[config.mk]
export PLATFORM = sky130hd
export DESIGN_NAME = ansi_text_terminal_controller
export DESIGN_NICKNAME = d
export VERILOG_FILES = /design/src/rtl/attc_pkg.sv /design/src/rtl/ansi_text_terminal_controller.sv
export SDC_FILE = /design/constraint.sdc
export NUM_CORES = 1
export LEC_CHECK = 0
export BUFFER_PORTS_ARGS = -buffer_cell sky130_fd_sc_hd__buf_2
export CORE_MARGIN = 5
export CORE_UTILIZATION = 25
export CTS_CLUSTER_DIAMETER = 60
export DETAILED_ROUTE_END_ITERATION = 16
export PLACE_DENSITY = 0.49
export SYNTH_ARGS = -nofsm -noshare
export SYNTH_HDL_FRONTEND = slang
export SYNTH_SLANG_ARGS = --single-unit
[constraint.sdc]
create_clock -name clk_i -period 6.33 [get_ports clk_i]
set_clock_uncertainty 0.15 [all_clocks]
set_input_delay 0.9495 -clock clk_i [delete_from_list [all_inputs] [get_ports clk_i]]
set_output_delay 0.9495 -clock clk_i [all_outputs]
set_load 0.02 [all_outputs]
[src/rtl/attc_pkg.sv]
// Shared constants and helpers for the ANSI text terminal controller.
`default_nettype none
package attc_pkg;
  localparam int unsigned MaxValues = 8;
  localparam logic [7:0] ColumnsReset = 8'd80;
  localparam logic [7:0] RowsReset = 8'd25;
  localparam logic [0:0] RegColumns = 1'b0;
  localparam logic [0:0] RegRows = 1'b1;
  localparam logic [7:0] ChEsc = 8'h1B;
  localparam logic [7:0] ChBs = 8'h08;
  localparam logic [7:0] ChLf = 8'h0A;
  localparam logic [7:0] ChCr = 8'h0D;
  localparam logic [7:0] ChTab = 8'h09;
  localparam logic [7:0] ChSpace = 8'h20;
  localparam logic [2:0] EraseNone = 3'd0;
  localparam logic [2:0] EraseScreen = 3'd1;
  localparam logic [2:0] EraseToEnd = 3'd2;
  localparam logic [2:0] EraseLineEnd = 3'd3;
  localparam logic [2:0] EraseLineStart = 3'd4;
  localparam logic [2:0] EraseLine = 3'd5;

  // Map ANSI color order onto the attribute color order.
  function automatic logic [2:0] color_map(input logic [2:0] c);
    case (c)
      3'd0: color_map = 3'd0;
      3'd1: color_map = 3'd4;
      3'd2: color_map = 3'd2;
      3'd3: color_map = 3'd6;
      3'd4: color_map = 3'd1;
      3'd5: color_map = 3'd5;
      3'd6: color_map = 3'd3;
      default: color_map = 3'd7;
    endcase
  endfunction
endpackage
`default_nettype wire

[src/rtl/ansi_text_terminal_controller.sv]
// ANSI terminal byte parser: each input transfer passes the clip and decode states before the
// result is valid; a CSI digit also takes one pass through the shared multiply-by-ten and
// saturate unit, and SGR 'm' applies one stored parameter per cycle (at least one pass).
// The output transfer, which waits while the output stalls, and the return to idle follow
// each result; a new byte is taken only after them. Not ready while busy.
// Reset: asynchronous, active low; window 80x25, attribute 0x07, cursor 0,0,
// parser normal, all parameters zero.
`default_nettype none
module ansi_text_terminal_controller #(
  parameter int unsigned MAX_VALUES = attc_pkg::MaxValues
) (
  input  wire logic       clk_i,
  input  wire logic       rst_ni,
  input  wire logic       cfg_we_i,
  input  wire logic [0:0] cfg_index_i,
  input  wire logic [7:0] cfg_data_i,
  input  wire logic       in_valid_i,
  output logic            in_stall_o,
  input  wire logic [7:0] byte_in_i,
  output logic            out_valid_o,
  input  wire logic       out_stall_i,
  output logic            put_valid_o,
  output logic [7:0]      cell_col_o,
  output logic [7:0]      cell_row_o,
  output logic [7:0]      glyph_o,
  output logic [7:0]      attr_o,
  output logic            scroll_up_o,
  output logic [2:0]      erase_kind_o,
  output logic [7:0]      cursor_col_o,
  output logic [7:0]      cursor_row_o
);
  import attc_pkg::*;

  localparam int unsigned IdxW = $clog2(MAX_VALUES);
  localparam int unsigned CntW = $clog2(MAX_VALUES + 1);
  localparam logic [CntW-1:0] CntMax = CntW'(MAX_VALUES);

  typedef enum logic [1:0] {
    PM_NORMAL = 2'd0, PM_ESC = 2'd1, PM_CSI = 2'd2
  } pmode_e;
  typedef enum logic [2:0] {
    S_IDLE, S_CLIP, S_DECODE, S_MAC, S_SGR, S_DONE
  } state_e;

  state_e state_q;
  pmode_e pmode_q;
  logic [7:0] cols_q, rows_q;
  logic [15:0] vals_q [MAX_VALUES];
  logic [CntW-1:0] vcnt_q;
  logic [CntW-1:0] sgr_i_q;
  logic bold_q;
  logic [3:0] fg_q, bg_q;
  logic [7:0] crow_q, ccol_q;
  logic [7:0] c_q;
  logic [IdxW-1:0] k_q;

  logic [7:0] w, h;
  assign w = (cols_q == 8'd0) ? 8'd1 : cols_q;
  assign h = (rows_q == 8'd0) ? 8'd1 : rows_q;

  // shared multiply-accumulate with saturation
  logic [20:0] mac;
  logic [15:0] mac_sat;
  assign mac = {vals_q[k_q], 3'b000} + {2'b00, vals_q[k_q], 1'b0}
             + {13'd0, c_q - 8'h30};
  assign mac_sat = (mac > 21'd65535) ? 16'hFFFF : mac[15:0];

  // first two parameters for final bytes
  logic [15:0] n0, m0, n1, m1;
  assign n0 = (vcnt_q > 0) ? vals_q[0] : 16'd0;
  assign m0 = (vcnt_q > 1) ? vals_q[1] : 16'd0;
  assign n1 = (n0 == 16'd0) ? 16'd1 : n0;
  assign m1 = (m0 == 16'd0) ? 16'd1 : m0;

  // SGR step on one parameter
  logic [15:0] p;
  logic [3:0] sfg, sbg;
  logic sbold;
  assign p = (vcnt_q == '0) ? 16'd0 : vals_q[sgr_i_q[IdxW-1:0]];
  always_comb begin
    sfg = fg_q; sbg = bg_q; sbold = bold_q;
    if (p == 16'd0) begin
      sbold = 1'b0; sfg = 4'd7; sbg = 4'd0;
    end else if (p == 16'd1) begin
      sbold = 1'b1; sfg = fg_q | 4'd8;
    end else if (p == 16'd2 || p == 16'd22) begin
      sbold = 1'b0; sfg = fg_q & 4'd7;
    end else if (p == 16'd7) begin
      sfg = bg_q; sbg = fg_q;
    end else if (p >= 16'd30 && p <= 16'd37) begin
      sfg = {bold_q, color_map(3'(p - 16'd30))};
    end else if (p == 16'd39) begin
      sfg = {bold_q, 3'd7};
    end else if (p >= 16'd40 && p <= 16'd47) begin
      sbg = {1'b0, color_map(3'(p - 16'd40))};
    end else if (p == 16'd49) begin
      sbg = 4'd0;
    end else if (p >= 16'd90 && p <= 16'd97) begin
      sfg = {1'b1, color_map(3'(p - 16'd90))};
    end else if (p >= 16'd100 && p <= 16'd107) begin
      sbg = {1'b1, color_map(3'(p - 16'd100))};
    end
  end

  // wide helpers for cursor arithmetic
  logic [16:0] rsum, csum;
  assign rsum = {9'd0, crow_q} + {1'b0, n1};
  assign csum = {9'd0, ccol_q} + {1'b0, n1};
  logic [8:0] tab_nx;
  assign tab_nx = ({1'b0, ccol_q} + 9'd8) & 9'h1F8;

  assign in_stall_o = (state_q != S_IDLE);

  always_ff @(posedge clk_i or negedge rst_ni) begin
    if (!rst_ni) begin
      state_q <= S_IDLE; pmode_q <= PM_NORMAL;
      cols_q <= ColumnsReset; rows_q <= RowsReset;
      for (int i = 0; i < MAX_VALUES; i++) vals_q[i] <= 16'd0;
      vcnt_q <= '0; sgr_i_q <= '0; bold_q <= 1'b0;
      fg_q <= 4'd7; bg_q <= 4'd0; crow_q <= 8'd0; ccol_q <= 8'd0;
      out_valid_o <= 1'b0; put_valid_o <= 1'b0; cell_col_o <= 8'd0;
      cell_row_o <= 8'd0; glyph_o <= 8'd0; scroll_up_o <= 1'b0;
      erase_kind_o <= EraseNone; c_q <= 8'd0; k_q <= '0;
    end else begin
      // configuration writes
      if (cfg_we_i) begin
        if (cfg_index_i == RegColumns) cols_q <= cfg_data_i;
        else rows_q <= cfg_data_i;
      end
      case (state_q)
        S_IDLE: begin
          if (in_valid_i) begin
            c_q <= byte_in_i;
            put_valid_o <= 1'b0; cell_col_o <= 8'd0; cell_row_o <= 8'd0;
            glyph_o <= 8'd0; scroll_up_o <= 1'b0; erase_kind_o <= EraseNone;
            state_q <= S_CLIP;
          end
        end
        S_CLIP: begin
          // clip cursor to the window
          if (ccol_q >= w) ccol_q <= w - 8'd1;
          if (crow_q >= h) crow_q <= h - 8'd1;
          state_q <= S_DECODE;
        end
        S_DECODE: begin
          state_q <= S_DONE;
          if (pmode_q == PM_CSI) begin
            if (c_q >= 8'h30 && c_q <= 8'h39) begin
              if (vcnt_q == '0) begin
                vcnt_q <= CntW'(1); k_q <= '0;
              end else begin
                k_q <= IdxW'(vcnt_q - CntW'(1));
              end
              state_q <= S_MAC;
            end else if (c_q == 8'h3B) begin
              if (vcnt_q < CntMax) vcnt_q <= vcnt_q + CntW'(1);
            end else if (c_q == 8'h3F) begin
              pmode_q <= PM_CSI;
            end else if (c_q >= 8'h40 && c_q <= 8'h7E) begin
              pmode_q <= PM_NORMAL;
              case (c_q)
                8'h6D: begin
                  sgr_i_q <= '0; state_q <= S_SGR;
                end
                8'h4A: begin
                  if (n0 == 16'd2 || n0 == 16'd3) begin
                    erase_kind_o <= EraseScreen; crow_q <= 8'd0; ccol_q <= 8'd0;
                  end else if (n0 == 16'd0) erase_kind_o <= EraseToEnd;
                end
                8'h4B: begin
                  if (n0 == 16'd0) erase_kind_o <= EraseLineEnd;
                  else if (n0 == 16'd1) erase_kind_o <= EraseLineStart;
                  else if (n0 == 16'd2) erase_kind_o <= EraseLine;
                end
                8'h48, 8'h66: begin
                  crow_q <= ((n1 - 16'd1) >= {8'd0, h}) ? h - 8'd1 : 8'(n1 - 16'd1);
                  ccol_q <= ((m1 - 16'd1) >= {8'd0, w}) ? w - 8'd1 : 8'(m1 - 16'd1);
                end
                8'h41: crow_q <= (n1 > {8'd0, crow_q}) ? 8'd0 : 8'({8'd0, crow_q} - n1);
                8'h42: crow_q <= (rsum >= {9'd0, h}) ? h - 8'd1 : rsum[7:0];
                8'h43: ccol_q <= (csum >= {9'd0, w}) ? w - 8'd1 : csum[7:0];
                8'h44: ccol_q <= (n1 > {8'd0, ccol_q}) ? 8'd0 : 8'({8'd0, ccol_q} - n1);
                8'h47: ccol_q <= ((n1 - 16'd1) >= {8'd0, w}) ? w - 8'd1 : 8'(n1 - 16'd1);
                default: ;
              endcase
            end else begin
              pmode_q <= PM_NORMAL;
            end
          end else if (pmode_q == PM_ESC && c_q == 8'h5B) begin
            pmode_q <= PM_CSI; vcnt_q <= '0;
            for (int i = 0; i < MAX_VALUES; i++) vals_q[i] <= 16'd0;
          end else begin
            // normal byte handling
            pmode_q <= PM_NORMAL;
            if (c_q == ChEsc) begin
              pmode_q <= PM_ESC;
            end else if (c_q == ChBs) begin
              put_valid_o <= 1'b1; glyph_o <= ChSpace;
              if (ccol_q > 8'd0) begin
                ccol_q <= ccol_q - 8'd1; cell_col_o <= ccol_q - 8'd1;
                cell_row_o <= crow_q;
              end else if (crow_q > 8'd0) begin
                crow_q <= crow_q - 8'd1; ccol_q <= w - 8'd1;
                cell_col_o <= w - 8'd1; cell_row_o <= crow_q - 8'd1;
              end else begin
                cell_col_o <= 8'd0; cell_row_o <= 8'd0;
              end
            end else if (c_q == ChLf) begin
              ccol_q <= 8'd0;
              if ({1'b0, crow_q} + 9'd1 >= {1'b0, h}) begin
                scroll_up_o <= 1'b1; crow_q <= h - 8'd1;
              end else crow_q <= crow_q + 8'd1;
            end else if (c_q == ChCr) begin
              ccol_q <= 8'd0;
            end else if (c_q == ChTab) begin
              ccol_q <= (tab_nx >= {1'b0, w}) ? w - 8'd1 : tab_nx[7:0];
            end else begin
              put_valid_o <= 1'b1; glyph_o <= c_q;
              cell_col_o <= ccol_q; cell_row_o <= crow_q;
              if ({1'b0, ccol_q} + 9'd1 >= {1'b0, w}) begin
                ccol_q <= 8'd0;
                if ({1'b0, crow_q} + 9'd1 >= {1'b0, h}) begin
                  scroll_up_o <= 1'b1; crow_q <= h - 8'd1;
                end else crow_q <= crow_q + 8'd1;
              end else ccol_q <= ccol_q + 8'd1;
            end
          end
        end
        S_MAC: begin
          // accumulate one decimal digit
          vals_q[k_q] <= mac_sat;
          state_q <= S_DONE;
        end
        S_SGR: begin
          // apply one stored parameter per cycle
          fg_q <= sfg; bg_q <= sbg; bold_q <= sbold;
          if (vcnt_q == '0 || sgr_i_q + CntW'(1) >= vcnt_q) state_q <= S_DONE;
          else sgr_i_q <= sgr_i_q + CntW'(1);
        end
        S_DONE: begin
          if (!out_valid_o) out_valid_o <= 1'b1;
          else if (!out_stall_i) begin
            out_valid_o <= 1'b0; state_q <= S_IDLE;
          end
        end
        default: state_q <= S_IDLE;
      endcase
    end
  end

  assign attr_o = {bg_q, fg_q};
  assign cursor_col_o = ccol_q;
  assign cursor_row_o = crow_q;

  // result only while finishing an item
  assert property (@(posedge clk_i) disable iff (!rst_ni)
    out_valid_o |-> state_q == S_DONE) else $error("result outside done");
  // a written cell lies in the window
  assert property (@(posedge clk_i) disable iff (!rst_ni)
    (out_valid_o && put_valid_o) |-> (cell_col_o < w && cell_row_o < h))
    else $error("cell outside window");
  // value count never exceeds capacity
  assert property (@(posedge clk_i) disable iff (!rst_ni)
    vcnt_q <= CntMax) else $error("value count overflow");
endmodule
`default_nettype wire

## Yosys cells after proc, flatten, opt, wreduce, memory -nomap -nowiden

Cells that the tools add are included.

| word-level totals | value |
|---|---|
| word-level logic and storage cells | 441 |
| output and inout bits | 55 |
| input bits | 22 |
| register bits | 223 |

| cells by class | value |
|---|---|
| $lt $le $gt $ge | 34 |
| bitwise operators | 3 |
| mux-type cells | 185 |
| reduce and logical (&&, ||, !) cells | 51 |
| equal/unequal tests | 114 |
| add/sub/neg operators | 25 |

Operators with widths:

| kind | count |
|---|---|
| 8-bit 2-to-1 mux | 68 |
| 128-bit 2-to-1 mux | 2 |
| 128-bit case mux with 2 select lines | 1 |
| 16-bit 2-to-1 mux | 11 |
| 128-bit bitwise mux | 1 |
| 4-bit 2-to-1 mux | 32 |
| 16-bit binary-select mux with 3-bit select | 2 |
| 8-bit by 7-bit equality test with 1-bit output, second input constant | 11 |
| 3-bit case mux with 7 select lines | 4 |
| 8-bit case mux with 2 select lines | 5 |
| 3-bit 2-to-1 mux | 18 |
| 16-bit demux with 3-bit select | 1 |
| 16-bit by 2-bit equality test with 1-bit output, second input constant | 3 |
| 16-bit by 8-bit >= comparator with 1-bit output | 3 |
| 16-bit zero test | 3 |
| 3-bit equality test, second input constant | 14 |
| 2-bit != test, second input constant | 21 |
| 3-bit != test, second input constant | 14 |
| 5-bit != test, second input constant | 8 |
| 8-bit case mux with 5 select lines | 1 |
| 8-bit by 16-bit adder with 17-bit output | 2 |
| 17-bit by 8-bit >= comparator with 1-bit output | 2 |
| 16-bit by 1-bit equality test with 1-bit output, second input constant | 2 |
| 16-bit by 6-bit equality test with 1-bit output, second input constant | 2 |
| other kinds (78) | 181 |

## Depth between registers and ports, before layout

Gate-level depths: netlist (run 1).

| logic depth | value |
|---|---|
| depth in word-level cells | 18 |
| gate-level depth with buffers | 26 |
| mapped depth without buffers | 23 |

## Worst setup path after synthesis (run 1)

No wires, ideal clock.

| timing | value |
|---|---|
| kind | reg-to-reg |
| start point | register vcnt_q[0] |
| end point | register crow_q[4], in the netlist cursor_row_o[4] |
| buffers on the path | 3 |
| required time | 6.055 ns |
| slack | 0.545 ns |
| library setup time | 0.125 ns |
| arrival time | 5.510 ns |
| stages on the path, launching flop included | 27 |
| period minus slack after synthesis | 5.785 ns |
| cell sequence | dfrtp_1 inv_1 ha_1 nor3b_1 clkbuf_1 clkbuf_1 buf_1 nor2_1 o21ai_0 ha_1 fa_1 nand2b_1 a221oi_1 nor2_1 nor2_1 nor2_1 xor2_1 ha_1 a21o_1 a21oi_1 nand2_1 a31oi_1 and2_1 nand3_1 o211a_1 o32a_1 mux2_4 |

| between the ends | value |
|---|---|
| word-level cells in the longest chain between the ends | 14 |
| elaborated cells between the ends (all ways) | 25 |
| those cells by class | 3 x add/sub; 4 x order compare; 3 x eq/ne; 12 x mux; 3 x reduce/logical |

Ends and longest elaborated chain:

| element | line | text |
|---|---|---|
| from (decl) | ansi_text_terminal_controller.sv:49 | `logic [CntW-1:0] vcnt_q;` |
| from (signal assigned) | ansi_text_terminal_controller.sv:156 | `if (vcnt_q < CntMax) vcnt_q <= vcnt_q + CntW'(1);` |
| 4-bit by 1-bit > comparator with 1-bit output (*) | ansi_text_terminal_controller.sv:70 | `assign n0 = (vcnt_q > 0) ? vals_q[0] : 16'd0;` |
| 16-bit 2-to-1 mux (*) | ansi_text_terminal_controller.sv:70 |  |
| 16-bit zero test | ansi_text_terminal_controller.sv:72 | `assign n1 = (n0 == 16'd0) ? 16'd1 : n0;` |
| 16-bit 2-to-1 mux | ansi_text_terminal_controller.sv:72 |  |
| 8-bit by 16-bit adder with 17-bit output or 16-bit by 1-bit subtractor with 16-bit output (tied branches) | ansi_text_terminal_controller.sv:107, ansi_text_terminal_controller.sv:176 |  |
| 17-bit by 8-bit >= comparator with 1-bit output or 16-bit by 8-bit >= comparator with 1-bit output (tied branches) | ansi_text_terminal_controller.sv:180, ansi_text_terminal_controller.sv:176 |  |
| 8-bit 2-to-1 mux, on equally long branches | ansi_text_terminal_controller.sv:180, ansi_text_terminal_controller.sv:176 |  |
| 8-bit case mux with 4 select lines | ansi_text_terminal_controller.sv:161 | `case (c_q)` |
| 8-bit 2-to-1 mux | ansi_text_terminal_controller.sv:159 | `end else if (c_q >= 8'h40 && c_q <= 8'h7E) begin` |
| 8-bit 2-to-1 mux | ansi_text_terminal_controller.sv:157 | `end else if (c_q == 8'h3F) begin` |
| 8-bit 2-to-1 mux | ansi_text_terminal_controller.sv:155 | `end else if (c_q == 8'h3B) begin` |
| 8-bit 2-to-1 mux | ansi_text_terminal_controller.sv:148 | `if (c_q >= 8'h30 && c_q <= 8'h39) begin` |
| 8-bit 2-to-1 mux | ansi_text_terminal_controller.sv:147 | `if (pmode_q == PM_CSI) begin` |
| 8-bit case mux with 2 select lines | ansi_text_terminal_controller.sv:130 | `case (state_q)` |
| to (signal assigned) | ansi_text_terminal_controller.sv:142 | `if (crow_q >= h) crow_q <= h - 8'd1;` |
| to (signal assigned) | ansi_text_terminal_controller.sv:176 | `crow_q <= ((n1 - 16'd1) >= {8'd0, h}) ? h - 8'd1 : 8'(n1 - 16'd1);` |
| to (signal assigned) | ansi_text_terminal_controller.sv:179 | `8'h41: crow_q <= (n1 > {8'd0, crow_q}) ? 8'd0 : 8'({8'd0, crow_q} - n1);` |
| to (decl) | ansi_text_terminal_controller.sv:53 | `logic [7:0] crow_q, ccol_q;` |

Every way passes the cells marked *; elsewhere a longest branch is shown, timed or not. The select of a mux whose other input is x is not followed.
A chain may end at the register's enable or synchronous reset.

## Final worst setup path (run 1)

| timing | value |
|---|---|
| start point | register k_q[1] |
| end point | register vals_q[68] (netlist bit) |

| between the ends | value |
|---|---|
| word-level cells in the longest chain between the ends | 10 |
| elaborated cells between the ends (all ways) | 15 |
| those cells by class | 2 x add/sub; 3 x order compare; 8 x mux; 1 x bitwise; 1 x reduce/logical |

Ends and longest elaborated chain:

| element | line | text |
|---|---|---|
| from (decl) | ansi_text_terminal_controller.sv:55 | `logic [IdxW-1:0] k_q;` |
| from (signal assigned) | ansi_text_terminal_controller.sv:152 | `k_q <= IdxW'(vcnt_q - CntW'(1));` |
| 3-bit inverter with 4-bit output (implied by the code) (*) | ansi_text_terminal_controller.sv:64, ansi_text_terminal_controller.sv:231 |  |
| 16-bit binary-select mux with 3-bit select | ansi_text_terminal_controller.sv:64 | `assign mac = {vals_q[k_q], 3'b000} + {2'b00, vals_q[k_q], 1'b0}` |
| 16-bit 2-to-1 mux (implied by the code) (2 in a row) | ansi_text_terminal_controller.sv:64 |  |
| 19-bit by 17-bit adder with 20-bit output | ansi_text_terminal_controller.sv:64 |  |
| 20-bit by 8-bit adder with 21-bit output | ansi_text_terminal_controller.sv:65 | `+ {13'd0, c_q - 8'h30};` |
| 21-bit by 16-bit > comparator with 1-bit output | ansi_text_terminal_controller.sv:66 | `assign mac_sat = (mac > 21'd65535) ? 16'hFFFF : mac[15:0];` |
| 16-bit 2-to-1 mux | ansi_text_terminal_controller.sv:66 |  |
| 128-bit bitwise mux (*) | ansi_text_terminal_controller.sv:231 | `vals_q[k_q] <= mac_sat;` |
| 128-bit case mux with 2 select lines (*) | ansi_text_terminal_controller.sv:130 |  |
| to (signal, indexed assignment) | ansi_text_terminal_controller.sv:231 |  |
| to (decl) | ansi_text_terminal_controller.sv:48 | `logic [15:0] vals_q [MAX_VALUES];` |

Marked as above.

==> results of run 1 <==
-- cell families after synthesis --
group,after synthesis,share of synthesized area
and+or+nand+nor,871,0.212
AOI/OAI and AO/OA,711,0.228
buffers and inverters,251,0.0497
DFF,223,0.276
adders and majority gates,187,0.119
muxes,123,0.0797
xor gates and xnor gates,81,0.0351
-- critical path: stages, from the launching register on --
cell and delay [ps]:
dfrtp_1 740, buf_4 280, nor2b_1 50, buf_4 160
a221o_1 350, a221o_1 390, fa_1 420, ha_1 330
nor2b_1 150, o21ai_0 200, a21oi_1 170, o311a_1 370
o221a_2 280, a2111oi_0 400, o221ai_1 170, buf_4 220
nor2_1 610, o21ai_0 220
-- metal layers --
metal,vias up,GRT usage,wire [um]
met1,9401,0.250,36500
met3,118,0.0213,4400
li1,9111,-,-
met2,679,0.281,35700
met4,0,0.0491,2520
met5,-,0,0
-- worst max-delay path by stage --
stage | from | endpoint | slack, ps | cells past startpoint
2_1_floorplan | vcnt_q[0] | cursor_row_o[4] | 540 | 26
3_3_place_gp | k_q[1] | vals_q[124] | 510 | 15
3_5_place_dp | k_q[1] | vals_q[108] | 520 | 17
4_1_cts | k_q[1] | vals_q[12] | 470 | 17
5_1_grt | k_q[1] | vals_q[12] | 60 | 15
6_report | k_q[1] | vals_q[68] | 470 | 17
-- registers in the layout (all words and copies together), names as in the netlist, 8 cells and up --
name          count
cell_col_o        8
glyph_o           8
cursor_col_o      8
cell_row_o        8
cols_q            8
vals_q          128
rows_q            8
c_q               8
cursor_row_o      8
-- cell usage in the layout, fill, tap and decap left out, drive strengths merged, types with 18 or more instances in the layout --
cell / n
o21ai: 251
nand2: 232
dfrtp: 215
ha: 177
nor2: 168
nand3: 162
buf: 149
a21oi: 119
inv: 97
nor3: 77
xnor2: 62
mux2: 51
mux2i: 47
clkbuf: 40
a31oi: 38
nor2b: 33
a211oi: 32
o211ai: 29
or3: 29
a21o: 27
mux4: 25
nand2b: 25
and3: 24
nand4: 23
o31ai: 22
nor4: 21
xor2: 19
o21a: 19
a22oi: 18
-- where the power goes --
part	internal [mW]	switching, mW
registers	1.64	0.373
clock network	1.09	0.725
logic	2.16	3.56
-- stage by stage --
step	util	instance area (um^2)	worst slack [ps]	std cells
3_3_place_gp	0.272	21900	515	3501
5_1_grt	0.285	22900	55.5	3557
6_report	0.285	22900	472	3557
2_1_floorplan	-	20200	545	2447
4_1_cts	0.285	22900	467	3557
3_5_place_dp	0.272	21900	521	3501
-- layout make-up --
| class | instances | area (um^2) |
|---|---|---|
| Fill cell | 8671 | 57500 |
| Multi-Input combinational cell | 1973 | 13600 |
| Sequential cell | 223 | 5590 |
| Tap cell | 1060 | 1330 |
| Timing Repair Buffer | 149 | 951 |
| Clock buffer | 40 | 828 |
| Inverter | 96 | 365 |
| Clock inverter | 16 | 234 |
==> run metrics, run 1 <==
Register-to-Register Path Depth 17; fraction of layout cells with a size suffix above 1 0.133; DRT Pass-1 Iters 6; first-pass GRT wire length 120000 um; Die ar. 86700 um^2; CTS sink cnt 223; R2R setup slack 470 ps; most common cell in the netlist o21ai_0; via count 19309; post-synthesis cell type count 97; Pleak 9.73 nW; Setup Buffers After CTS 0; Max-Cap Viols 0; Die Wd 294 um; CTS Root Cell clkbuf_16; vias per cell 5.43; Routed WL 79100 um; GRT overflow 0; register clock-pin slew on the reported worst setup and hold paths 60 ps; Post-synth EDFFs 0; Worst Path Max Fanout 18; final hold slack 167 ps; startpoint types register; initial antenna violation count 0; endpoints failing setup 0; Ports 77; Starting Density 0.252; Ys Warns 0; final max-slew violation count 0; post-synthesis sequential element count 223; Hold/Removal Path Class in -> async; final antenna-violating net count 0; post-route setup TNS 0 ps; Hold Vio Cnt, Final 0; CTS Buf Count 30; nets 2682; Final Critical Period 5860 ps; htree depth 1; ant diodes 0; Slew @ Worst Pin 1100 ps; Peak VDD IR 0.245 mV; area share of the largest cell type after synthesis 0.266; GRT Overall Usage 0.176; crit end category register; Setup CP Type reg -> reg; number of global-route vias before repair 18382; CP required 6630 ps; GP Congestion 0.933; top cells by area, synth dfrtp_1 (27%), ha_1 (11%), o21ai_0 (6.1%); max_slew headroom 0.249; Die H 294 um; post-synth top area cell dfrtp_1; mapped cell area 20200 um^2; sequential fraction of the synthesis area 0.276; f_max 171 MHz; hpwl dp 60200 um; worst skew pair latency 610 ps; top cells by count, synth o21ai_0 (245), nand2_1 (232), dfrtp_1 (215); status finished, final reports clean; fin crit share 0.925; Post-Synthesis Cells 2447; unrepaired setup endpoints after global routing no; reg-to-reg endpoint vals_q[68]; DRC viols 0; Hold-fix buffers, CTS 0; reg-to-reg startpoint k_q[1]; maximum buffer depth of the clock tree 3; Synth Net Count 2656; post-CTS sizing 0; synthesized area per cell 8.27 um^2; fraction of registers with async set/reset 1.00; WL/cell 22.2 um; CORE AREA 80400 um^2; First DRT Iteration DRCs 1642; TritonCTS clock tree done; largest net degree at the start of global routing 78; number of cell rows 104; ys flop type dfrtp_1; CP Data Arrival Time 6160 ps; total power 9.55 mW; Area growth syn-to-layout 13.4%; PortBufs 76; PwrDens 416 nW/um^2
Note: power is estimated with default switching activity, not from simulation.
==> run 2, diff against run 1 <==
Clock period 6.33 ns to 6.3 ns, I/O delays scaled along.
==> run 2 against run 1 <==
  * Critical path depth rose by 6
  * Flip-flop and latch count unchanged
  * Non-clock buffer count down 11
  * Combinational power barely moved
  * First-iteration DRC count rose by 2.0%
  * Largest cell class unchanged
  * Final area is 0.40% lower
  * Die area unchanged
==> run metrics, run 2 (synthesis results as in run 1) <==
status finished, final reports clean; Routed WL 79200 um; htree depth 1; crit end category register; final max-slew violation count 0; worst skew pair latency 610 ps; Final Critical Period 5900 ps; largest register by flop count vals_q; PortBufs 76; post-CTS sizing 0; max FFs per register 128; Die Wd 294 um; Slew @ Worst Pin 1120 ps; nets 2672; hpwl dp 59800 um; Placed Cells 3490; number of global-route vias before repair 18464; via count 19336; Ports 77; first-pass GRT wire length 120000 um; post-route setup TNS 0 ps; final antenna-violating net count 0; Max-Cap Viols 0; WL/cell 22.3 um; Setup CP Type reg -> reg; CTS Buf Count 31; CTS Root Cell clkbuf_16; Final Non-Filler Cells 3546; vias per cell 5.45; register area 5590 um^2; f_max 169 MHz; PwrDens 420 nW/um^2; Die H 294 um; CTS sink cnt 223; GP Congestion 0.915; TritonCTS clock tree done; Peak VDD IR 0.275 mV; largest net degree at the start of global routing 142; Register-to-Register Path Depth 23; Area growth syn-to-layout 13.0%; Worst Path Max Fanout 10; DRC viols 0; max_slew headroom 0.249; Hold Vio Cnt, Final 0; CP Data Arrival Time 6250 ps; ant diodes 0; CP required 6650 ps; reg-to-reg endpoint cursor_row_o[4]; Starting Density 0.252; Hold-fix buffers, CTS 0; Fillers 8753; Die ar. 86700 um^2; startpoint types register; R2R setup slack 400 ps; final design utilization 0.284; GRT Overall Usage 0.175; First DRT Iteration DRCs 1675; CORE AREA 80400 um^2; fin crit share 0.937; unrepaired setup endpoints after global routing no; commonest non-fill, non-tap cells in the layout o21ai_0 (245), nand2_1 (231), dfrtp_1 (213); endpoints failing setup 0; maximum buffer depth of the clock tree 3; DRT Pass-1 Iters 5; initial antenna violation count 0; register clock-pin slew on the reported worst setup and hold paths 60 ps; area taken by multi-input logic gates 13600 um^2; reg-to-reg startpoint vals_q[116]; Pleak 9.68 nW; number of cell rows 104; Setup Buffers After CTS 0; most common cell after layout, fill and taps aside o21ai_0; GRT overflow 0; Hold/Removal Path Class in -> async; fraction of layout cells with a size suffix above 1 0.128
-- run 2: routing by layer --
metal	up-vias	wire length, um	global-route usage
met3	135	4340	0.0222
met2	667	35700	0.281
li1	9100	-	-
met1	9434	36500	0.248
met4	0	2680	0.0491
met5	-	0	0
-- run 2: worst max-delay path by stage --
stage                start              end  slack (ps)  depth (start not counted)
2_1_floorplan    vcnt_q[0]  cursor_row_o[4]         510                         26
3_3_place_gp        k_q[0]      vals_q[124]         390                         15
3_5_place_dp        k_q[0]      vals_q[124]         430                         15
4_1_cts             k_q[0]      vals_q[124]         410                         15
5_1_grt             k_q[0]      vals_q[125]          10                         15
6_report       vals_q[116]  cursor_row_o[4]         400                         23
-- run 2: metrics by stage --
step	instance area (um^2)	hold slack, ps	power (mW)	setup WS [ps]
global route	22900	44.1	10.3	10.3
global placement	21800	303	7.70	389
CTS	22900	20.0	9.56	413
detailed placement	21800	311	7.68	432
finish	22900	34.7	9.60	397
floorplan	20200	311	5.88	515
-- run 2: final cells by class --
class,count,area share
Multi-Input combinational cell,1973,0.597
Clock inverter,15,0.00909
Inverter,96,0.0160
Timing Repair Buffer,138,0.0385
Tap cell,1060,0.0580
Clock buffer,41,0.0365
Sequential cell,223,0.245
-- run 2: critical path, cell delays in order, from the launching register on --
cell      delay [ps]
dfrtp_1          480
or4_1            670
nor2_1           150
buf_4            130
nand2_1          150
o21ai_0          310
ha_1             240
fa_1             230
nand2b_1          80
a221oi_1         380
nor2_1            80
nor2_1            90
nor2_1            60
xor2_1           250
ha_1             300
a21o_1           160
a21oi_1          180
nand2_1           70
a31oi_1          200
and2_1           180
nand3_1          310
o211a_1          350
o32a_1           340
mux2_4           250
-- run 2: where the power goes --
part           switching (mW)  internal (mW)  total (mW)
Clock                   0.737           1.09        1.83
Combinational            3.57           2.15        5.72
Sequential              0.395           1.65        2.04
Total                    4.70           4.89        9.60
==> run 3, diff against run 2 <==
Settings changed: CORE_UTILIZATION 25 to 56, PLACE_DENSITY 0.49 to 0.83.
==> run 3 against run 2 <==
  * Critical path depth up 1
  * Worst setup slack better by 1.2 ps
  * Core utilization grew 33 points
  * Total power shrank 1.4%
  * Via count rose by 6.1%
  * Sequential share of layout area grew 0.95 points
  * Wire length down 4.1%
  * Cell count down 17%
==> run metrics, run 3 (synthesis results as in run 1) <==
area taken by multi-input logic gates 13600 um^2; Worst Path Max Fanout 10; worst skew pair latency 580 ps; final hold slack 243 ps; f_max 169 MHz; Slew @ Worst Pin 1100 ps; Final Critical Period 5900 ps; Hold/Removal Path Class in -> async; startpoint types register; register clock-pin slew on the reported worst setup and hold paths 70 ps; Ports 77; Fillers 3130; max_slew headroom 0.265; GRT Overall Usage 0.370; first-pass GRT wire length 116000 um; TritonCTS clock tree done; Hold Vio Cnt, Final 0; reg-to-reg endpoint cursor_row_o[4]; Setup Buffers After CTS 0; GRT overflow 0; Setup CP Type reg -> reg; CTS sink cnt 223; CP Data Arrival Time 6210 ps; max FFs per register 128; Register-to-Register Path Depth 24; PwrDens 430 nW/um^2; Routed WL 76000 um; unrepaired setup endpoints after global routing no; htree depth 1; endpoints failing setup 0; WL/cell 25.8 um; most common cell after layout, fill and taps aside o21ai_0; GP Congestion 1.04; final max-slew violation count 0; vias per cell 6.97; final antenna-violating net count 0; Hold-fix buffers, CTS 0; number of cell rows 69; DRT Pass-1 Iters 6; PortBufs 76; Area growth syn-to-layout 8.78%; ant diodes 0; largest register by flop count vals_q; fraction of layout cells with a size suffix above 1 0.128; crit end category register; initial antenna violation count 1; Die ar. 40000 um^2; CORE AREA 35700 um^2; status finished, final reports clean; largest net degree at the start of global routing 124; post-route setup TNS 0 ps; R2R setup slack 400 ps; nets 2670; post-CTS sizing 0; Pleak 9.65 nW; Starting Density 0.567; hpwl dp 57100 um; commonest non-fill, non-tap cells in the layout o21ai_0 (245), nand2_1 (231), dfrtp_1 (213); register area 5590 um^2; number of global-route vias before repair 19411; CTS Root Cell clkbuf_16; maximum buffer depth of the clock tree 3; CTS Buf Count 27; Max-Cap Viols 0; fin crit share 0.937; reg-to-reg startpoint vals_q[116]; via count 20514; Peak VDD IR 0.616 mV; DRC viols 0; First DRT Iteration DRCs 2518; Die Wd 200 um; CP required 6610 ps; final design utilization 0.617; Die H 200 um
-- run 3: final cells by class --
| class | instances | share of cell area |
|---|---|---|
| clock buffer | 35 | 0.0339 |
| multi-input combinational | 1973 | 0.620 |
| clock inverter | 14 | 0.00870 |
| timing repair buffer | 140 | 0.0401 |
| tap | 461 | 0.0262 |
| inverter | 96 | 0.0166 |
| sequential | 223 | 0.254 |
-- run 3: worst max path at each step --
| stage | end | cells after the start | slack [ps] | startpoint |
|---|---|---|---|---|
| after floorplan | cursor_row_o[4] | 26 | 510 | vcnt_q[0] |
| after global placement | cursor_row_o[4] | 24 | 710 | vals_q[116] |
| after detailed placement | cursor_row_o[4] | 24 | 540 | vals_q[116] |
| after CTS | cursor_row_o[4] | 24 | 520 | vals_q[116] |
| after global routing | cursor_row_o[4] | 24 | 60 | vals_q[116] |
| final | cursor_row_o[4] | 24 | 400 | vals_q[116] |
-- run 3: routing by layer --
| layer | vias to the layer above | track usage | wire length [um] | share of wire |
|---|---|---|---|---|
| met5 | - | 0 | 7 | 0.000092 |
| met4 | 2 | 0.181 | 4790 | 0.063 |
| met3 | 305 | 0.0717 | 7130 | 0.094 |
| met2 | 1251 | 0.593 | 34400 | 0.45 |
| met1 | 9864 | 0.484 | 29700 | 0.39 |
| li1 | 9092 | - | - | - |
-- run 3: report_power, final --
group	total, mW	switching [mW]	internal (mW)
logic	5.75	3.60	2.15
registers	2.06	0.413	1.65
clock network	1.65	0.684	0.969
-- run 3: through the flow --
stage | setup slack, ps | power [mW] | std cells | area (um^2)
floorplan | 515 | 5.88 | 2447 | 20200
global placement | 708 | 7.52 | 2893 | 21100
detailed placement | 536 | 7.64 | 2893 | 21100
CTS | 520 | 9.30 | 2942 | 22000
global route | 56.9 | 10.0 | 2942 | 22000
finish | 398 | 9.46 | 2942 | 22000
-- run 3: critical path: stages (launching register included) --
cell      delay [ps]
dfrtp_1          490
or4_1            660
nor2_1           310
nand2_1          210
o21ai_0          200
buf_4            220
ha_1             190
fa_1             210
nand2b_1          90
a221oi_1         380
nor2_1            70
nor2_1           100
nor2_1            60
xor2_1           240
ha_1             300
a21o_1           160
a21oi_1          190
nand2_1           70
a31oi_1          200
and2_1           180
nand3_1           80
buf_4            190
o211a_1          230
o32a_1           340
mux2_4           250
